--- src/rtl/xcpf_pkg.sv ---
// Shared constants for the XOR-checked packet framer.
package xcpf_pkg;

  localparam int BYTE_W        = 8;
  localparam int CNT_W         = 16;
  localparam int BUFFER_BYTES  = 16;
  localparam int RESULT_LIMIT  = 16;
  localparam int ADDR_W        = $clog2(BUFFER_BYTES);
  localparam int FILL_W        = $clog2(BUFFER_BYTES + 1);

  localparam logic [BYTE_W-1:0] CHECK_SEED  = 8'hFF;
  localparam int                OPCODE_BIT  = 7;
  localparam logic [1:0]        KIND_STATED = 2'd3;

  typedef logic [BYTE_W-1:0] byte_t;

  // Expected packet length from the opcode and the second byte.
  function automatic byte_t length_from_head(input byte_t head, input byte_t second);
    byte_t len;
    begin
      if (head[6:5] == KIND_STATED) begin
        len = second;
      end else begin
        len = {5'd0, head[6:5], 1'b0} + 8'd2;
      end
      return len;
    end
  endfunction

endpackage

--- src/rtl/xcpf_ram.sv ---
// Generic single-write, single-read RAM with registered read data.
module xcpf_ram #(
  parameter int WIDTH  = 8,
  parameter int DEPTH  = 16,
  parameter int ADDR_W = $clog2(DEPTH)
) (
  input  logic              clk,
  input  logic              wr_en,
  input  logic [ADDR_W-1:0] wr_addr,
  input  logic [WIDTH-1:0]  wr_data,
  input  logic              rd_en,
  input  logic [ADDR_W-1:0] rd_addr,
  output logic [WIDTH-1:0]  rd_data
);

  logic [WIDTH-1:0] mem [DEPTH];
  logic [WIDTH-1:0] rd_data_r;

  always_ff @(posedge clk) begin
    if (wr_en) begin
      mem[wr_addr] <= wr_data;
    end
    if (rd_en) begin
      rd_data_r <= mem[rd_addr];
    end
  end

  assign rd_data = rd_data_r;

endmodule

--- src/rtl/xor_checked_packet_framer_top.sv ---
// Top level of the XOR-checked packet framer.
//
//   channel | ports                               | word
//   --------+-------------------------------------+-----------------------------
//   in      | in_valid, in_ready, in_received_byte| one byte from the line
//   out     | out_valid, out_ready, out_*         | one packet byte or an error
//
// A byte that completes no packet gives no word. A good packet of n bytes
// then streams min(n,16) words, each fetched through the packet RAM's
// registered read port (issue read, then present). A bad packet gives one
// error word. Input is held off while words are delivered; out stalls hold
// the word. Reset clears fill, check, counters and the sequencer; RAM
// contents are undefined and only written entries are ever read.
module xor_checked_packet_framer_top (
  input  logic                        clk,
  input  logic                        rst_n,
  input  logic                        in_valid,
  output logic                        in_ready,
  input  logic [xcpf_pkg::BYTE_W-1:0] in_received_byte,
  output logic                        out_valid,
  input  logic                        out_ready,
  output logic [xcpf_pkg::BYTE_W-1:0] out_packet_byte,
  output logic                        out_last_of_packet,
  output logic                        out_checksum_error,
  output logic [xcpf_pkg::CNT_W-1:0]  out_good_packet_count,
  output logic [xcpf_pkg::CNT_W-1:0]  out_error_packet_count
);
  import xcpf_pkg::*;

  localparam logic [1:0] ST_IDLE = 2'd0;
  localparam logic [1:0] ST_WAIT = 2'd1;
  localparam logic [1:0] ST_OUT  = 2'd2;

  logic [1:0]        state_r, state_nxt;
  logic [FILL_W-1:0] fill_r, fill_nxt;
  byte_t             chk_r, chk_nxt;
  byte_t             head_r, head_nxt;
  byte_t             second_r, second_nxt;
  logic [CNT_W-1:0]  good_r, good_nxt;
  logic [CNT_W-1:0]  err_r, err_nxt;
  logic [ADDR_W-1:0] idx_r, idx_nxt;
  logic [ADDR_W-1:0] last_idx_r, last_idx_nxt;
  byte_t             out_byte_r, out_byte_nxt;
  logic              out_last_r, out_last_nxt;
  logic              out_err_r, out_err_nxt;

  logic              accept;
  logic              opcode;
  logic [FILL_W-1:0] fill_eff;
  logic [FILL_W-1:0] n;
  byte_t             n8;
  byte_t             chk_eff;
  byte_t             second_eff;
  byte_t             exp_len;
  logic              full;
  logic              complete;
  logic              good;
  byte_t             last8;

  logic              ram_wr_en;
  logic              ram_rd_en;
  logic [ADDR_W-1:0] ram_rd_addr;
  byte_t             ram_rd_data;

  assign in_ready = (state_r == ST_IDLE);
  assign accept   = in_valid && in_ready;
  assign opcode   = in_received_byte[OPCODE_BIT];

  // An opcode restarts the packet before the full check.
  assign fill_eff   = opcode ? '0 : fill_r;
  assign chk_eff    = opcode ? CHECK_SEED : chk_r;
  assign full       = (fill_eff == FILL_W'(BUFFER_BYTES));
  assign n          = fill_eff + FILL_W'(1);
  assign n8         = BYTE_W'(n);
  assign second_eff = (fill_eff == FILL_W'(1)) ? in_received_byte : second_r;
  assign exp_len    = length_from_head(head_r, second_eff);
  assign complete   = !full && (n8 >= 8'd2) && (n8 == exp_len);
  assign good       = complete && (chk_eff == in_received_byte);
  assign last8      = (n8 > BYTE_W'(RESULT_LIMIT)) ? BYTE_W'(RESULT_LIMIT - 1) : (n8 - 8'd1);

  assign ram_wr_en   = accept && !full;
  assign ram_rd_en   = (accept && good) || ((state_r == ST_OUT) && out_ready && !out_last_r);
  assign ram_rd_addr = (state_r == ST_IDLE) ? '0 : (idx_r + ADDR_W'(1));

  xcpf_ram #(
    .WIDTH (BYTE_W),
    .DEPTH (BUFFER_BYTES)
  ) u_store (
    .clk     (clk),
    .wr_en   (ram_wr_en),
    .wr_addr (fill_eff[ADDR_W-1:0]),
    .wr_data (in_received_byte),
    .rd_en   (ram_rd_en),
    .rd_addr (ram_rd_addr),
    .rd_data (ram_rd_data)
  );

  always_comb begin
    state_nxt    = state_r;
    fill_nxt     = fill_r;
    chk_nxt      = chk_r;
    head_nxt     = head_r;
    second_nxt   = second_r;
    good_nxt     = good_r;
    err_nxt      = err_r;
    idx_nxt      = idx_r;
    last_idx_nxt = last_idx_r;
    out_byte_nxt = out_byte_r;
    out_last_nxt = out_last_r;
    out_err_nxt  = out_err_r;
    case (state_r)
      ST_IDLE: begin
        if (accept) begin
          fill_nxt = full ? fill_eff : n;
          chk_nxt  = (full || complete) ? chk_eff : (chk_eff ^ in_received_byte);
          if (!full && (fill_eff == '0)) begin
            head_nxt = in_received_byte;
          end
          if (!full && (fill_eff == FILL_W'(1))) begin
            second_nxt = in_received_byte;
          end
          if (complete) begin
            if (good) begin
              good_nxt     = good_r + CNT_W'(1);
              idx_nxt      = '0;
              last_idx_nxt = last8[ADDR_W-1:0];
              state_nxt    = ST_WAIT;
            end else begin
              err_nxt      = err_r + CNT_W'(1);
              out_byte_nxt = '0;
              out_last_nxt = 1'b1;
              out_err_nxt  = 1'b1;
              state_nxt    = ST_OUT;
            end
          end
        end
      end
      ST_WAIT: begin
        out_byte_nxt = ram_rd_data;
        out_last_nxt = (idx_r == last_idx_r);
        out_err_nxt  = 1'b0;
        state_nxt    = ST_OUT;
      end
      ST_OUT: begin
        if (out_ready) begin
          if (out_last_r) begin
            state_nxt = ST_IDLE;
          end else begin
            // advance to the next stored byte; its read is issued in this same cycle
            idx_nxt   = idx_r + ADDR_W'(1);
            state_nxt = ST_WAIT;
          end
        end
      end
      default: begin
        state_nxt = ST_IDLE;
      end
    endcase
  end

  always_ff @(posedge clk) begin
    if (!rst_n) begin
      state_r <= ST_IDLE;
      fill_r  <= '0;
      chk_r   <= CHECK_SEED;
      good_r  <= '0;
      err_r   <= '0;
    end else begin
      state_r <= state_nxt;
      fill_r  <= fill_nxt;
      chk_r   <= chk_nxt;
      good_r  <= good_nxt;
      err_r   <= err_nxt;
    end
  end

  always_ff @(posedge clk) begin
    head_r     <= head_nxt;
    second_r   <= second_nxt;
    idx_r      <= idx_nxt;
    last_idx_r <= last_idx_nxt;
    out_byte_r <= out_byte_nxt;
    out_last_r <= out_last_nxt;
    out_err_r  <= out_err_nxt;
  end

  assign out_valid              = (state_r == ST_OUT);
  assign out_packet_byte        = out_byte_r;
  assign out_last_of_packet     = out_last_r;
  assign out_checksum_error     = out_err_r;
  assign out_good_packet_count  = good_r;
  assign out_error_packet_count = err_r;

endmodule

--- config.mk ---
export PLATFORM = sky130hd
export DESIGN_NAME = xor_checked_packet_framer_top
export DESIGN_NICKNAME = d
export VERILOG_FILES = /design/src/rtl/xcpf_pkg.sv /design/src/rtl/xcpf_ram.sv /design/src/rtl/xor_checked_packet_framer_top.sv
export SDC_FILE = /design/constraint.sdc
export NUM_CORES = 1
export LEC_CHECK = 0
export BUFFER_PORTS_ARGS = -buffer_cell sky130_fd_sc_hd__buf_2
export CAP_MARGIN = 20
export CORE_MARGIN = 5
export CORE_UTILIZATION = 46
export DETAILED_ROUTE_END_ITERATION = 12
export GPL_ROUTABILITY_DRIVEN = 1
export PLACE_DENSITY = 0.65
export SETUP_SLACK_MARGIN = 0.2
export SYNTH_ARGS = -nofsm -noshare
export SYNTH_HDL_FRONTEND = slang
export SYNTH_SLANG_ARGS = --single-unit
--- constraint.sdc ---
create_clock -name clk -period 4 [get_ports clk]
set_input_delay 0.4 -clock clk [delete_from_list [all_inputs] [get_ports clk]]
set_output_delay 0.4 -clock clk [all_outputs]
set_load 0.02 [all_outputs]
Word level (Yosys, flattened, before mapping):

Memories as Yosys holds them, arrays and structs flattened. A register that Yosys moved wholly into a read port is not among the register bits.
Index checks and enable logic that the tools add are counted.

* mux-type cells: 30
* shift operators: 0
* bitwise gates (word level): 2
* equal/unequal tests: 14
* multiply operators: 0
* div/mod/pow operators: 0
* add/sub/neg operators: 6
* $lt $le $gt $ge: 2
* reductions and logical operators: 26

Operator list (count)
* $mux W8: 7
* $add A16 B1 Y16 const B: 2
* $mux W4: 6
* $pmux W8 S2: 1
* $reduce_and A4 Y1: 3
* $logic_and A1 B1 Y1: 10
* $mux W5: 2
* $reduce_and A3 Y1: 3
* $eq A5 B8 Y1: 1
* $eq A8 B8 Y1: 1
* $mux W2: 4
* $ne A2 B1 Y1 const B: 4
* $pmux W4 S2: 1
* $xor A8 B8 Y8: 1
* $mux W1: 6
* $pmux W2 S3: 1
* $reduce_and A6 Y1: 1
* $add A5 B1 Y5 const B: 1
* $eq A5 B1 Y1 const B: 1
* $eq A5 B5 Y1 const B: 1
* $ge A5 B2 Y1 const B: 1
* $gt A5 B5 Y1 const B: 1
* $logic_not A5 Y1: 1
* $add A3 B2 Y4 const B: 1
* other kinds (13): 19

* memories: 1
* bits in registers: 80
* bits in writable memories: 128
* bits in read-only memories: 0
* word-level logic and storage cells: 93
* input port bits: 12
* latch bits: 0

Memories
* u_store.mem: words 16, bits a word 8, read ports 1, clocked after Yosys merged registers in 1, write ports 1, line xcpf_ram.sv:16 `logic [WIDTH-1:0] mem [DEPTH];`

Longest topological paths before layout:

Gate-level depths: netlist of run 1.

* word-level depth: 11
* mapped depth: 16
* gate-level depth less buffers: 12

Cells and area by module:

From an unflattened synthesis of run 1, not the netlist that was laid out.

* cell total of the unflattened synthesis: 712
* area total of the unflattened synthesis: 9590.4 µm²

By module, submodules not included
* xcpf_ram: area each 5227.5 µm², instances 1, sequential area each 4083.9 µm², cells each 229
* xor_checked_packet_framer_top: area each 4362.9 µm², instances 1, sequential area each 1781.7 µm², cells each 483

Worst setup path after synthesis of run 1:

No wires, ideal clock.

* path kind: in2reg
* start point: in in_received_byte[7] in the netlist's numbering
* end point: reg out_err_r, in the netlist out_checksum_error, enable pin
* data required time: 3618 ps
* stages: 15
* setup time: 382 ps
* arrival time: 3881 ps
* path slack: -263 ps
* path buffers: 5
* path through: clkbuf_1 > buf_1 > inv_1 > nand2_1 > ha_1 > or4b_1 > buf_2 > a211o_1 > and4_1 > nor4_1 > and4_1 > buf_6 > clkbuf_1 > nand3_1 > a21oi_1

* longest elaborated chain between the ends: 9

Ends and longest elaborated chain
* from (decl): line xor_checked_packet_framer_top.sv:19 `input logic [xcpf_pkg::BYTE_W-1:0] in_received_byte,`
* parallel branches: the longest is 8 deep, another holds $add A5 B1 Y5
* $reduce_and A4 Y1 (no line) (*)
* to (signal assigned): line xor_checked_packet_framer_top.sv:184 `out_err_r <= out_err_nxt;`
* to (decl): line xor_checked_packet_framer_top.sv:45 `logic out_err_r, out_err_nxt;`

Mark *: on every way between the ends.
A chain may end at the register's enable or synchronous reset.

Worst setup path in the final report of run 1:

* start point: reg fill_r[0]
* end point: reg err_r[4], in the netlist out_error_packet_count[4]

* longest elaborated chain between the ends: 9

Ends and longest elaborated chain
* from (decl): line xor_checked_packet_framer_top.sv:35 `logic [FILL_W-1:0] fill_r, fill_nxt;`
* from (signal assigned): line xor_checked_packet_framer_top.sv:170 `fill_r <= fill_nxt;`
* $mux W5 (*): line xor_checked_packet_framer_top.sv:70 `assign fill_eff = opcode ? '0 : fill_r;`
* named net fill_eff[0]: line xor_checked_packet_framer_top.sv:49 `logic [FILL_W-1:0] fill_eff;`
* parallel branches: the longest is 4 deep, another holds $add A5 B1 Y5
* $logic_and A1 B1 Y1 (*): line xor_checked_packet_framer_top.sv:77 `assign complete = !full && (n8 >= 8'd2) && (n8 == exp_len);`
* $logic_and A1 B1 Y1: line xor_checked_packet_framer_top.sv:78 `assign good = complete && (chk_eff == in_received_byte);`
* $not A1 Y1 (no line)
* $reduce_and A4 Y1 (no line) (*)
* to (signal assigned): line xor_checked_packet_framer_top.sv:173 `err_r <= err_nxt;`
* to (decl): line xor_checked_packet_framer_top.sv:40 `logic [CNT_W-1:0] err_r, err_nxt;`

Mark *: on every way through the listed nets, which the timed path passes.

==> flow_summary.json, run 1 <==
{
  "drv_cap": 0,
  "cts_buffers": 22,
  "worst_slack_ns": 0.4751,
  "fp.dieW_um": 152.3,
  "clkLatencyLatePin_ns": 0.50,
  "netlist_instances": 778,
  "worstPathArrival_ns": 3.94,
  "hold_slack_ns": 0.2492,
  "area_growth_syn_to_layout_pct": 14.25,
  "seq_area_frac_synth": 0.6297,
  "synth-edff-count": 164,
  "fin_util": 0.5294,
  "overflow": 0,
  "clock_sinks": 211,
  "grt_pass1_vias": 6151,
  "initial_core_util": 0.4633,
  "finalNetCount": 854,
  "p_leak_nw": 3.708,
  "ant_nets": 0,
  "pre_cts_slack_ns": 0.2618,
  "ctsResizeCount": 0,
  "drive_gt1_frac": 0.1633,
  "clock_skew_ns": 0.01003,
  "cts_tree": "built",
  "num_vias": 6414,
  "die_h_um": 152.3,
  "min_period_over_period": 0.8812,
  "place.gp.congestion": 0.7863,
  "nFillCells": 1728,
  "totalWireLength_um": 21720,
  "fin_cells": 1121,
  "drt-vias-per-instance": 5.722,
  "dpl.cell_count": 1082,
  "crit_top_cell": "and4_1",
  "timing.critical_path.cells": "nor2b_1 > ha_1 > or4b_1 > a211o_1 > and4_1 > nor4_1 > and4_1 > buf_12 > nand4_1 > or3_1 > a21oi_1",
  "synth-seq-cells": 211,
  "relSlewSlack": 0.3342,
  "diodes": 0,
  "cts_setup_buffers": 0,
  "synth.distinct_cells": 52,
  "fmax_mhz": 283.7,
  "crit_path_end_kind": "register",
  "rows": 52,
  "fp.dieArea_um2": 23200,
  "synth-async-reset-ratio": 0,
  "first_iter_violations": 499,
  "clock_path_buffers": 3,
  "firstDrtPassIters": 5,
  "total_power_mw": 4.496,
  "worstSetupPathType": "register to register",
  "portBuffers": 55,
  "startpoint_type": "register",
  "hold_viol": 0,
  "setup_tns_ns": 0,
  "grtUsageTotal": 0.1798,
  "period_needed_ns": 3.525,
  "required_ns": 4.41,
  "maxSlewViolCount": 0,
  "grt_max_degree": 46,
  "rsz0062_at_grt": "false",
  "ctsHoldBuffers": 0,
  "path_clk_slew_ns": 0.06,
  "core_um2": 20100,
  "design_area_um2": 10640,
  "dp_hpwl_um": 14200,
  "multi_input_area_um2": 3241,
  "root_buffer": "clkbuf_16",
  "antenna_found_initial": 0,
  "place_area_um2": 9972,
  "power-per-cell-area_nw_per_um2": 422.4,
  "status": "complete, no violations",
  "hold_path_class": "input pin to register",
  "htree_levels": 1,
  "worstPathMaxFanout": 27,
  "critical-path-slowest-cell": "or4b_1",
  "vdd.ir_drop.worst_mv": 0.2847,
  "drc": 0,
  "synth_fp_nets": 796,
  "max_stage_delay_ns": 0.55,
  "setup_viol": 0,
  "wl_per_cell_um": 19.38,
  "syn-cell-area_um2": 9315,
  "ys.flop_type": "edfxtp_1",
  "worst_slew_pin_slew_ns": 0.9951,
  "grt_pass1_wl_um": 34160,
  "io-pin-count": 56,
  "synth_warnings": 0,
  "syn_avg_cell_area_um2": 11.97,
  "seqCellArea_um2": 5866
}
## cells by family after synthesis
kind of cell	share of synthesized area
simple gates	0.1346
flops	0.6297
compound gates	0.1197
buf+inv	0.02713
mux	0.06205
xor+xnor	0.01880
fa+ha+maj	0.008059
## flip-flops by register name (all words and copies together) (netlist names), named ones only
signal / count
out_checksum_error: 1
u_store.rd_data: 8
chk_r: 7
u_store.mem: 128
head_r: 2
out_packet_byte: 8
out_last_of_packet: 1
last_idx_r: 4
fill_r: 5
state_r: 2
idx_r: 4
out_error_packet_count: 16
second_r: 8
out_good_packet_count: 16
## critical path: cells and delay by family, from the launching register on
family / cells / cell delay [ns]
AND/OR/NAND/NOR: 7 / 2.27
AO/OA/AOI/OAI: 2 / 0.45
adder cells (fa/ha/maj): 1 / 0.18
buffers and inverters: 1 / 0.18
flip-flops: 1 / 0.33
## cells in the mapped netlist (9+ instances only)
master | n | area [um^2]
mux2_2 | 14 | 157.7
nand3_1 | 18 | 90.09
nand4_1 | 10 | 62.56
and2_1 | 16 | 100.1
dfxtp_1 | 47 | 940.9
xnor2_1 | 11 | 96.34
inv_1 | 18 | 67.56
nor3_1 | 19 | 95.09
o221ai_1 | 15 | 131.4
a21oi_1 | 73 | 365.4
xor2_1 | 9 | 78.83
or3_1 | 23 | 143.9
clkbuf_1 | 35 | 131.4
nor2_1 | 39 | 146.4
and3_1 | 9 | 56.30
nand2_1 | 64 | 240.2
o21ai_0 | 64 | 320.3
mux2i_1 | 24 | 240.2
edfxtp_1 | 164 | 4925
## per-layer routing
layer | track usage | vias to the layer above | part of all wire
met3 | 0.02499 | 39 | 0.047
met5 | 0 | - | 0
met4 | 0.06036 | 0 | 0.028
met2 | 0.3006 | 171 | 0.48
met1 | 0.2433 | 3134 | 0.44
li1 | - | 3070 | -
## cell type report
class / count / share of cell area
Clock buffer: 28 / 0.05584
Clock inverter: 11 / 0.007171
Inverter: 20 / 0.007054
Multi-Input combinational cell: 504 / 0.3045
Sequential cell: 211 / 0.5511
Tap cell: 270 / 0.03174
Timing Repair Buffer: 77 / 0.04256
## power breakdown
group	switching, mW	internal [mW]	total (mW)
sequential	0.0135	2.38	2.39
combinational	0.123	0.0571	0.180
clock	0.811	1.11	1.92
total	0.948	3.55	4.50
## cells in the final DEF (no fill, tap or decap), types with 11 or more instances in the layout
cell type and n:
nor2_1 38, mux2i_1 24, and2_1 16, o221ai_1 15, o21ai_0 64, clkbuf_16 23, mux2_2 14, buf_4 21
nand2_1 64, buf_2 55, xnor2_1 11, edfxtp_1 164, nand3_1 18, nor3_1 18, a21oi_1 70, dfxtp_1 47
or3_1 23, inv_1 18
## worst paths after layout
check | startpoint | endpoint | slack, ns | cells past startpoint
setup / recovery | fill_r[0] | out_error_packet_count[4] | 0.48 | 11
hold / removal | rst_n | chk_r[1] | 0.25 | 2
setup reg to reg | fill_r[0] | out_error_packet_count[4] | 0.48 | 11
hold reg to reg | out_good_packet_count[12] | out_good_packet_count[12] | 0.48 | 2
Power figures use the tool's default switching activity.
==> run 2: changes to the inputs <==
CORE_ASPECT_RATIO = 1.5   (was default)
==> run 2 against run 1 <==
Clock-buffer cell count is 1 lower. Die area is 0.25% higher. Global-route usage is 0.43 points higher. Maximum frequency is 0.79% lower. Wire length hardly changed. Clock power hardly changed. Largest cell class unchanged. Largest power group unchanged.
==> flow_summary.json, run 2 (synthesized netlist as in run 1, its figures left out) <==
{
  "p_leak_nw": 3.721,
  "worstPathMaxFanout": 14,
  "clock_skew_ns": 0.01478,
  "maxSlewViolCount": 0,
  "cts_buffers": 20,
  "hold_path_class": "input pin to register",
  "crit_end": "out_good_packet_count[12]",
  "initial_core_util": 0.4689,
  "grt_pass1_wl_um": 34430,
  "rows": 63,
  "die_h_um": 184.3,
  "fmax_mhz": 281.5,
  "path_clk_slew_ns": 0.07,
  "critical-path-slowest-cell": "or4b_1",
  "drc": 0,
  "root_buffer": "clkbuf_16",
  "crit_path_start": "fill_r[0]",
  "hold_viol": 0,
  "crit_path_end_kind": "register",
  "crit_family": "simple AND/OR/NAND/NOR gates",
  "dpl.cell_count": 1071,
  "timing.critical_path.cells": "nor2b_1 > ha_1 > or4b_1 > a211o_1 > and4_1 > nor4_1 > and4_4 > nand3_4 > or4_1 > a21oi_1",
  "fp.dieW_um": 126.2,
  "grt_pass1_vias": 6525,
  "worstSetupPathType": "register to register",
  "io-pin-count": 56,
  "worstPathArrival_ns": 3.97,
  "portBuffers": 55,
  "clock_path_buffers": 3,
  "relSlewSlack": 0.3717,
  "ctsHoldBuffers": 0,
  "overflow": 0,
  "fin_util": 0.5357,
  "top_register": "u_store.mem",
  "min_period_over_period": 0.8882,
  "status": "complete, no violations",
  "setup_tns_ns": 0,
  "grtUsageTotal": 0.1841,
  "antenna_found_initial": 0,
  "drv_cap": 0,
  "fin_cells": 1109,
  "max_stage_delay_ns": 0.56,
  "drive_gt1_frac": 0.1696,
  "reg2reg_slack_ns": 0.45,
  "dp_hpwl_um": 14840,
  "worst_slew_pin_slew_ns": 0.9390,
  "largest_register_ffs": 128,
  "grt-busiest-layer": "met2",
  "core_um2": 19860,
  "startpoint_type": "register",
  "reg2reg_from": "fill_r[0]",
  "reg2reg_depth": 10,
  "fp.dieArea_um2": 23250,
  "clock_sinks": 211,
  "final_cell_mix": "164 x edfxtp_1, 70 x a21oi_1, 64 x nand2_1, 64 x o21ai_0, 55 x buf_2",
  "final_common_cell": "edfxtp_1",
  "wl_per_cell_um": 19.59,
  "ant_nets": 0,
  "power-per-cell-area_nw_per_um2": 425.3,
  "firstDrtPassIters": 5,
  "setup_viol": 0,
  "globalRouteMet2Util": 0.3424,
  "place.gp.congestion": 0.8649,
  "drt-vias-per-instance": 5.771,
  "area_growth_syn_to_layout_pct": 14.24,
  "num_vias": 6400,
  "vdd.ir_drop.worst_mv": 0.2778,
  "diodes": 0,
  "grt.met3_usage": 0.02406,
  "htree_levels": 1,
  "total_power_mw": 4.526,
  "totalWireLength_um": 21720,
  "use_met1": 0.2085,
  "worstSetupPathDepth": 10,
  "period_needed_ns": 3.553,
  "grt_max_degree": 50,
  "cts_tree": "built",
  "clkLatencyLatePin_ns": 0.50,
  "required_ns": 4.42,
  "crit_buf_inv": 0,
  "rsz0062_at_grt": "false",
  "r2r-end": "out_good_packet_count[12]",
  "first_iter_violations": 482,
  "finalNetCount": 853
}
==> run 2: report_power, final <==
part	switching (mW)	internal, mW
Clock	0.797	1.15
Sequential	0.0150	2.38
Combinational	0.126	0.0555
==> run 2: layer usage <==
layer  up-vias  part of all wire  wire length [um]
li1       3055                 -                 -
met1      3112              0.39              8457
met2       181              0.52             11310
met3        52             0.042               923
met4         0             0.047              1026
met5         -                 0                 0
==> run 2: worst min-delay path, cell delays in order <==
cell,delay (ns)
buf_2,0.12
nor2_1,0.10
o21a_1,0.11
==> run 2: how the worst min path moves through the flow <==
stage	startpoint	end	slack, ns	cells after the start
2_1_floorplan	register	register	0.47	2
3_3_place_gp	out_error_packet_count[15]	out_error_packet_count[15]	0.47	2
3_5_place_dp	out_good_packet_count[3]	out_good_packet_count[3]	0.48	2
4_1_cts	out_ready	state_r[1]	0.24	3
5_1_grt	out_ready	state_r[1]	0.25	3
6_report	out_ready	state_r[1]	0.25	3
==> run 2: through the flow <==
stage          hold slack [ns]  setup slack (ns)  instance area [um^2]
2_1_floorplan           0.4728            0.2802                  9345
3_3_place_gp            0.4653            0.3877                  9933
3_5_place_dp            0.4775            0.1619                  9933
4_1_cts                 0.2431            0.3004                 10620
5_1_grt                 0.2453            0.2759                 10640
6_report                0.2521            0.4470                 10640
==> run 2: layout make-up <==
cell class / instances / area, um^2
Clock buffer: 27 / 579.3
Clock inverter: 9 / 102.6
Fill cell: 1694 / 9223
Inverter: 20 / 75.07
Multi-Input combinational cell: 504 / 3237
Sequential cell: 211 / 5867
Tap cell: 260 / 325.3
Timing Repair Buffer: 78 / 455.4
==> run 2: timing repair <==
item / in CTS / in global routing
gates resized for setup: 1 / 2
setup endpoints to repair: 8 / 26
pin swaps: 0 / 1
setup buffers: 0 / 1
==> run 3: changes to the inputs <==
CORE_UTILIZATION = 35   (was 46)
PLACE_DENSITY = default   (was 0.65)
==> run 3 against run 2 <==
Non-clock buffer count is 2 higher. Register-to-register slack hardly changed. Sequential power about the same.
==> flow_summary.json, run 3 (synthesized netlist as in run 1, its figures left out) <==
{
  "power-per-cell-area_nw_per_um2": 432.2,
  "drv_cap": 0,
  "io-pin-count": 56,
  "crit_top_cell": "and4_1",
  "largest_register_ffs": 128,
  "worstSetupPathType": "register to register",
  "p_leak_nw": 3.760,
  "fin_util": 0.4097,
  "required_ns": 4.43,
  "drt-vias-per-instance": 5.337,
  "totalWireLength_um": 22010,
  "vdd.ir_drop.worst_mv": 0.2606,
  "fin_cells": 1192,
  "hold_path_class": "input pin to register",
  "antenna_found_initial": 0,
  "final_cell_mix": "164 x edfxtp_1, 70 x a21oi_1, 64 x nand2_1, 64 x o21ai_0, 55 x buf_2",
  "grt_pass1_vias": 6282,
  "ant_nets": 0,
  "overflow": 0,
  "relSlewSlack": 0.3468,
  "fp.dieArea_um2": 30050,
  "seqCellArea_um2": 5866,
  "max_stage_delay_ns": 0.55,
  "final_common_cell": "edfxtp_1",
  "top_register": "u_store.mem",
  "design_area_um2": 10820,
  "fmax_mhz": 282.6,
  "htree_levels": 1,
  "maxSlewViolCount": 0,
  "setup_tns_ns": 0,
  "total_power_mw": 4.674,
  "pre_cts_slack_ns": 0.2877,
  "ctsResizeCount": 0,
  "path_clk_slew_ns": 0.06,
  "ctsHoldBuffers": 0,
  "clock_path_buffers": 3,
  "clock_sinks": 211,
  "hold_slack_ns": 0.2553,
  "area_growth_syn_to_layout_pct": 16.11,
  "grt_max_degree": 41,
  "finalNetCount": 857,
  "fp.dieW_um": 143.2,
  "grt_pass1_wl_um": 34290,
  "min_period_over_period": 0.8845,
  "cts_tree": "built",
  "drive_gt1_frac": 0.1743,
  "timing.critical_path.cells": "nor2b_1 > ha_1 > or4b_1 > a211o_1 > and4_1 > nor4_1 > and4_1 > buf_4 > nand4_1 > or3_1 > a21oi_1",
  "diodes": 0,
  "portBuffers": 55,
  "die_h_um": 209.8,
  "root_buffer": "clkbuf_16",
  "startpoint_type": "register",
  "first_iter_violations": 409,
  "nFillCells": 2470,
  "crit_path_end_kind": "register",
  "worst_slew_pin_slew_ns": 0.9778,
  "place.gp.congestion": 0.8440,
  "crit_buf_inv": 1,
  "period_needed_ns": 3.538,
  "firstDrtPassIters": 5,
  "crit_family": "simple AND/OR/NAND/NOR gates",
  "critical-path-slowest-cell": "or4b_1",
  "worstPathArrival_ns": 3.97,
  "worstPathMaxFanout": 14,
  "dp_hpwl_um": 14950,
  "cts_setup_buffers": 0,
  "drc": 0,
  "wl_per_cell_um": 18.47,
  "core_um2": 26400,
  "rows": 73,
  "multi_input_area_um2": 3241,
  "cts_buffers": 22,
  "num_vias": 6362,
  "dpl.cell_count": 1152,
  "place_area_um2": 10070,
  "grtUsageTotal": 0.1441,
  "hold_viol": 0,
  "rsz0062_at_grt": "false",
  "clock_skew_ns": 0.01114,
  "status": "complete, no violations",
  "worst_slack_ns": 0.4620,
  "clkLatencyLatePin_ns": 0.50,
  "setup_viol": 0,
  "initial_core_util": 0.3529
}
## run 3: power breakdown
| part | switching (mW) | internal, mW | total, mW |
|---|---|---|---|
| combinational | 0.123 | 0.0577 | 0.181 |
| clock | 0.850 | 1.25 | 2.10 |
| sequential | 0.0140 | 2.38 | 2.39 |
## run 3: worst paths after layout
check / from / endpoint / slack (ns) / cells after the start
setup / recovery: fill_r[0] / out_error_packet_count[10] / 0.46 / 11
hold / removal: rst_n / chk_r[4] / 0.26 / 2
setup reg to reg: fill_r[0] / out_error_packet_count[10] / 0.46 / 11
hold reg to reg: out_error_packet_count[15] / out_error_packet_count[15] / 0.48 / 2
## run 3: layout make-up
cell class              count  share of cell area
inverters                  20            0.006941
multi-input cells         504              0.2996
flip-flops and latches    211              0.5423
repair buffers             80             0.04280
well taps                 337             0.03899
clock inverters            16             0.01573
clock buffers              24             0.05356
## run 3: metal layers
layer  global-route usage  vias up  share of wire
met4              0.05904        0          0.037
li1                     -     3069              -
met3              0.01983       44          0.040
met2               0.2578      153           0.52
met1               0.1718     3096           0.40
met5                    0        -              0
## run 3: worst register-to-register path: stages (launching register included)
cell,delay (ns)
dfxtp_1,0.34
nor2b_1,0.19
ha_1,0.19
or4b_1,0.55
a211o_1,0.32
and4_1,0.20
nor4_1,0.27
and4_1,0.25
buf_4,0.22
nand4_1,0.36
or3_1,0.43
a21oi_1,0.14
